`config.mk`:
```
export PLATFORM = sky130hd
export DESIGN_NAME = sem_ctrl
export DESIGN_NICKNAME = d
export VERILOG_FILES = /design/src/rtl/core/sobel_edge_magnitude_rgb_assert.svh /design/src/rtl/core/sem_pkg.sv /design/src/rtl/core/sem_ctrl.sv
export SDC_FILE = /design/constraint.sdc
export NUM_CORES = 1
export LEC_CHECK = 0
export ABC_AREA = 1
export BUFFER_PORTS_ARGS = -buffer_cell sky130_fd_sc_hd__buf_2
export CORE_AREA = 2 2 39 41
export DETAILED_ROUTE_END_ITERATION = 10
export DIE_AREA = 0 0 41 43
export GPL_TIMING_DRIVEN = 0
export PLACE_DENSITY = 0.49
export SLEW_MARGIN = 5
export SYNTH_ARGS = -nofsm -noshare
export SYNTH_HDL_FRONTEND = slang
export SYNTH_SLANG_ARGS = --single-unit
```
`constraint.sdc`:
```
create_clock -name clock -period 1.42 [get_ports clock]
set_clock_uncertainty 0.2 [all_clocks]
set_input_delay 0.284 -clock clock [delete_from_list [all_inputs] [get_ports clock]]
set_output_delay 0.284 -clock clock [all_outputs]
set_load 0.005 [all_outputs]
```
`src/rtl/core/sobel_edge_magnitude_rgb_assert.svh`:
```
// assertion helpers for the sobel edge magnitude block
`ifndef SOBEL_EDGE_MAGNITUDE_RGB_ASSERT_SVH
`define SOBEL_EDGE_MAGNITUDE_RGB_ASSERT_SVH

// condition on this edge implies a condition on the same edge
`define SEM_ASSERT_SAME(name, clk, rst, pre, post, msg) \
   name: assert property (@(posedge clk) disable iff (rst) (pre) |-> (post)) else $error(msg);

// condition on this edge implies a condition on the next edge
`define SEM_ASSERT_NEXT(name, clk, rst, pre, post, msg) \
   name: assert property (@(posedge clk) disable iff (rst) (pre) |=> (post)) else $error(msg);

`endif

```
`src/rtl/core/sem_pkg.sv`:
```
`default_nettype none
package sem_pkg;

   localparam int MAX_WIDTH    = 2048;
   localparam int HEIGHT_LIMIT = 2048;
   localparam int ADDR_W       = $clog2(MAX_WIDTH);
   localparam int DIM_W        = 12;
   localparam int ROOT_W       = 11;
   localparam int SUM_W        = 22;
   localparam int GRAD_W       = 11;

   localparam logic [DIM_W-1:0] WIDTH_RESET  = 12'd640;
   localparam logic [DIM_W-1:0] HEIGHT_RESET = 12'd480;
   localparam logic [7:0]       EDGE_MAX     = 8'd255;

   // register indexes of the configuration port
   localparam logic [1:0] REG_FRAME_WIDTH  = 2'd0;
   localparam logic [1:0] REG_FRAME_HEIGHT = 2'd1;

   // input op codes
   localparam logic OP_PIXEL = 1'b0;
   localparam logic OP_FLUSH = 1'b1;

   typedef logic [23:0] pixel_type;

   typedef enum logic [2:0] {
      ST_IDLE,
      ST_READ,
      ST_CALC,
      ST_SQUARE,
      ST_ROOT,
      ST_ROUND
   } state_type;

   typedef struct packed {
      logic capture;
      logic read;
      logic step;
      logic square;
      logic iterate;
      logic load_out;
   } cmd_type;

   typedef struct packed {
      logic drop;
      logic emit;
      logic root_done;
      logic out_free;
   } status_type;

endpackage
`default_nettype wire

```
`src/rtl/core/sem_ctrl.sv`:
```
`default_nettype none
module sem_ctrl (
   input  wire                 clock,
   input  wire                 reset,
   input  wire                 req_valid,
   output logic                req_ready,
   input  sem_pkg::status_type status,
   output sem_pkg::cmd_type    cmd
);
   import sem_pkg::*;

   state_type state_ff, state_in;

   // state register
   always_ff @(posedge clock) begin
      if (reset) begin
         state_ff <= ST_IDLE;
      end else begin
         state_ff <= state_in;
      end
   end

   // next state and commands
   always_comb begin
      state_in  = state_ff;
      cmd       = '0;
      req_ready = 1'b0;
      case (state_ff)
         ST_IDLE: begin
            req_ready = 1'b1;
            if (req_valid && !status.drop) begin
               cmd.capture = 1'b1;
               state_in    = ST_READ;
            end
         end
         ST_READ: begin
            cmd.read = 1'b1;
            state_in = ST_CALC;
         end
         ST_CALC: begin
            cmd.step = 1'b1;
            state_in = status.emit ? ST_SQUARE : ST_IDLE;
         end
         ST_SQUARE: begin
            cmd.square = 1'b1;
            state_in   = ST_ROOT;
         end
         ST_ROOT: begin
            cmd.iterate = 1'b1;
            if (status.root_done) begin
               state_in = ST_ROUND;
            end
         end
         ST_ROUND: begin
            if (status.out_free) begin
               cmd.load_out = 1'b1;
               state_in     = ST_IDLE;
            end
         end
         default: begin
            state_in = ST_IDLE;
         end
      endcase
   end

endmodule
`default_nettype wire

```
# After elaboration in Yosys (flattened, before gate mapping)
# Index checks and enable logic that the tools add are counted.
# totals
reg_bits,3
in_bits,7
output_inout_bits,7
word_cells,27
# op_classes
n_eq_ne,8
n_mux,14
reduce_logical,4
# ops
operator,n
$pmux 3 s6,1
$mux 1,9
$mux 3,3
$eq 3x2->1 const B,2
$eq 3x3->1 const B,2
$ne 2x2->1 const B,3
$eq 3x1->1 const B,1
$logic_not 3->1,1
$reduce_and 3->1,1
$mux 2,1
$logic_and 1x1->1,1
$logic_not 1->1,1

# Logic depth before layout (Yosys ltp)
# logic_depth
word_depth,4
depth_mapped,6
ltp_nobuf,6

# Worst setup path after synthesis
# No wires, ideal clock.
# synth_timing
kind,register -> output
from,reg state_ff[2]
to,out cmd[0] in the netlist's numbering
arrival_time_ps,778
required_ps,936
setup_slack_ps,158
stages_incl_launch_ff,3
n_path_buf,0
path_cell_list,dfxtp_1 -> inv_2 -> nor4_1
# synth_rtl
item,line,text
start: declaration,sem_ctrl.sv:12,"state_type state_ff, state_in;"
start signal: assignment,sem_ctrl.sv:19,state_ff <= state_in;
end: declaration,sem_ctrl.sv:8,output sem_pkg::cmd_type cmd

==> key figures <==
Finish
  • Largest register FFs: 3
  • Most common cell after layout, fill and taps aside: buf_2
  • P&R area growth vs syn: 102%
  • Final instance area: 425 um^2
  • Biggest register: state_ff
  • Most frequent cells in the layout: 13 x buf_2, 8 x buf_4, 5 x inv_1
  • Antenna diodes: 0
  • Layout Nets: 66
  • Layout cells sized above 1: between 60% and 70%
  • Largest registers: state_ff: 3 flops

Routing
  • Detail Route Antenna Nets: 0
  • Final WL: 648 um
  • Vias per cell: 4.04
  • Wirelength per Cell: 8.76 um
  • # DRC: 0
  • Vias post-DR: 299
  • TritonRoute pass-1 iters: 3
  • DRT iter0 DRCs: 3

Logic synthesis
  • Synthesized area: 210 um^2
  • Syn. warnings: 0
  • Post-synthesis cell count: 33
  • Post-synthesis sequential area ratio: 28.6%
  • #FFs+latches synth: 3
  • Avg Cell Area, Syn: 6.37 um^2
  • Yosys cell types: 13
  • Post-synth net total: 40

Clocking
  • Clock sink total: 3
  • CTS tree: done
  • Root Driver: clkbuf_4
  • Total CTS buffers: 3
  • Max Root-Sink Buffers: 2
  • Clk slew on worst S/H paths: 0.03 ns
  • CTS H-Tree Depth: 1
  • Clk_lat worst skew: 0.23 ns
  • Post-CTS Hold Buffers: 0

STA
  • Setup TNS: -0.193 ns
  • Final hold vios: 0
  • Max-slew headroom at the worst pin: 88.8%
  • Worst hold slack: roughly 0.028 ns
  • Worst setup margin: -0.0706 ns
  • Actual slew at the worst max-slew pin: approximately 0.17 ns
  • Tmin final: 1.49 ns
  • Final setup viols: 6
  • Fmax: approximately 0.67 GHz
  • Fin. max-slew vios: 0
  • RSZ-0062 raised after global routing: yes
  • Crit share post-route: 105%

Worst setup path
  • Crit path kind: flop to output pin
  • CP Depth: 4
  • FF-to-FF path depth: 7
  • Arrival @ worst endpoint: 1.01 ns
  • Worst Path Buf+Inv: 2
  • Critical-path cell list: nor2_4, inv_2, nor2_2, buf_2
  • Startpoint types: flop
  • Family with the most delay on the worst path: flip-flops
  • Crit Path Max Fanout: 5
  • Largest stage delay on the critical path: around 0.36 ns
  • Crit path max-delay cell type: dfxtp_4
  • Critical path endpoint category: output pin
  • CP required: 0.94 ns

Status
  • Outcome: finished, violations left
  • Violated checks: setup timing

Floorplan
  • Die W: around 40 um
  • Area of the die: roughly 0.0018 mm^2
  • Core region area: around 0.0014 mm^2
  • Num rows: 14
  • I/O pins: 14
  • Die H: 43 um
  • Initial Util: roughly 15%

Power and ir drop
  • Tot Pwr: between 0.4 and 0.5 mW
  • Power Dens Cells: 1040 mW/mm^2
  • Leakage power: between 0.2 and 0.25 nW
  • Maximum VDD drop: 0.199 mV

Placement
  • Port bufs: 13
  • Placed cell area: 295 um^2
  • Hpwl dp: between 400 and 500 um
  • Pre-CTS WS: 0.00912 ns
  • RePlAce Congestion: 0.667

GRT
  • Total GRT Usage: 9.33%
  • First-pass GRT wire length: a little over 1 mm
  • GRT overflow: 0
  • Antenna violations before repair: 0
  • Largest net degree at the start of global routing: 7
  • Vias in the first global route: 272

Hold path
  • Worst Hold Class: input port to flop
  • Hold Path Cell Cnt: 2

Run
  • Number of max-cap violations: 0
## final cells by class
type,count,area [um^2]
fill,152,958
multi-input combinational,21,139
timing repair buffer,21,125
sequential,3,71.3
inverter,9,43.8
clock buffer,4,26.3
tap,16,20.0
## Yosys cell counts
| cell type | instances | area, um^2 |
|---|---|---|
| nand3_1 | 4 | 20.0 |
| nor2_2 | 2 | 12.5 |
| nand4_1 | 2 | 12.5 |
| inv_2 | 3 | 11.3 |
| nor3_1 | 1 | 5.00 |
| inv_1 | 6 | 22.5 |
| a21oi_1 | 2 | 10.0 |
| nand3b_1 | 1 | 7.51 |
| nor3_4 | 1 | 16.3 |
| nand2_1 | 3 | 11.3 |
| dfxtp_1 | 3 | 60.1 |
| nor2_1 | 4 | 15.0 |
| nor4_1 | 1 | 6.26 |
## kinds of logic (layout without fill, tap and decap cells)
family | count (synthesis) | after routing | synth area share, %
buffers and inverters | 9 | 34 | 16.1
AOI/OAI and AO/OA | 2 | 2 | 4.76
and+or+nand+nor | 19 | 19 | 50.6
DFF | 3 | 3 | 28.6
## report_power, final
part | internal (mW) | total [mW] | switching [mW]
clock | 0.105 | 0.145 | 0.0403
sequential | 0.0982 | 0.123 | 0.0253
combinational | 0.0901 | 0.173 | 0.0829
total | 0.293 | 0.442 | 0.148
## per-stage QoR
step	utilization [%]	instances
floorplan	-	33
global placement	21.3	62
detailed placement	21.3	62
CTS	29.1	74
global route	30.7	74
finish	30.7	74
## metal layers
| layer | wire length [um] | share of wire [%] | track usage (%) | vias up |
|---|---|---|---|---|
| met2 | 361 | 56 | 15.6 | 5 |
| li1 | - | - | - | 160 |
| met1 | 267 | 41 | 8.01 | 134 |
| met3 | 20 | 3.1 | 3.14 | 0 |
| met5 | 0 | 0 | 0 | - |
| met4 | 0 | 0 | 8.00 | 0 |
## path summary, 6_finish.rpt
check / from / end / slack [ns]
setup / recovery: state_ff[0] / cmd[1] / -0.07
setup reg to reg: state_ff[0] / state_ff[2] / 0.14
hold / removal: reset / state_ff[1] / 0.03
hold reg to reg: state_ff[1] / state_ff[1] / 0.38
## timing repair
action | in CTS | in global routing
setup endpoints to repair | 7 | 8
buffers inserted | 8 | 2
gates resized for setup | 10 | 5
pin swaps | 5 | 3
Note: power is estimated with default switching activity, not from simulation.
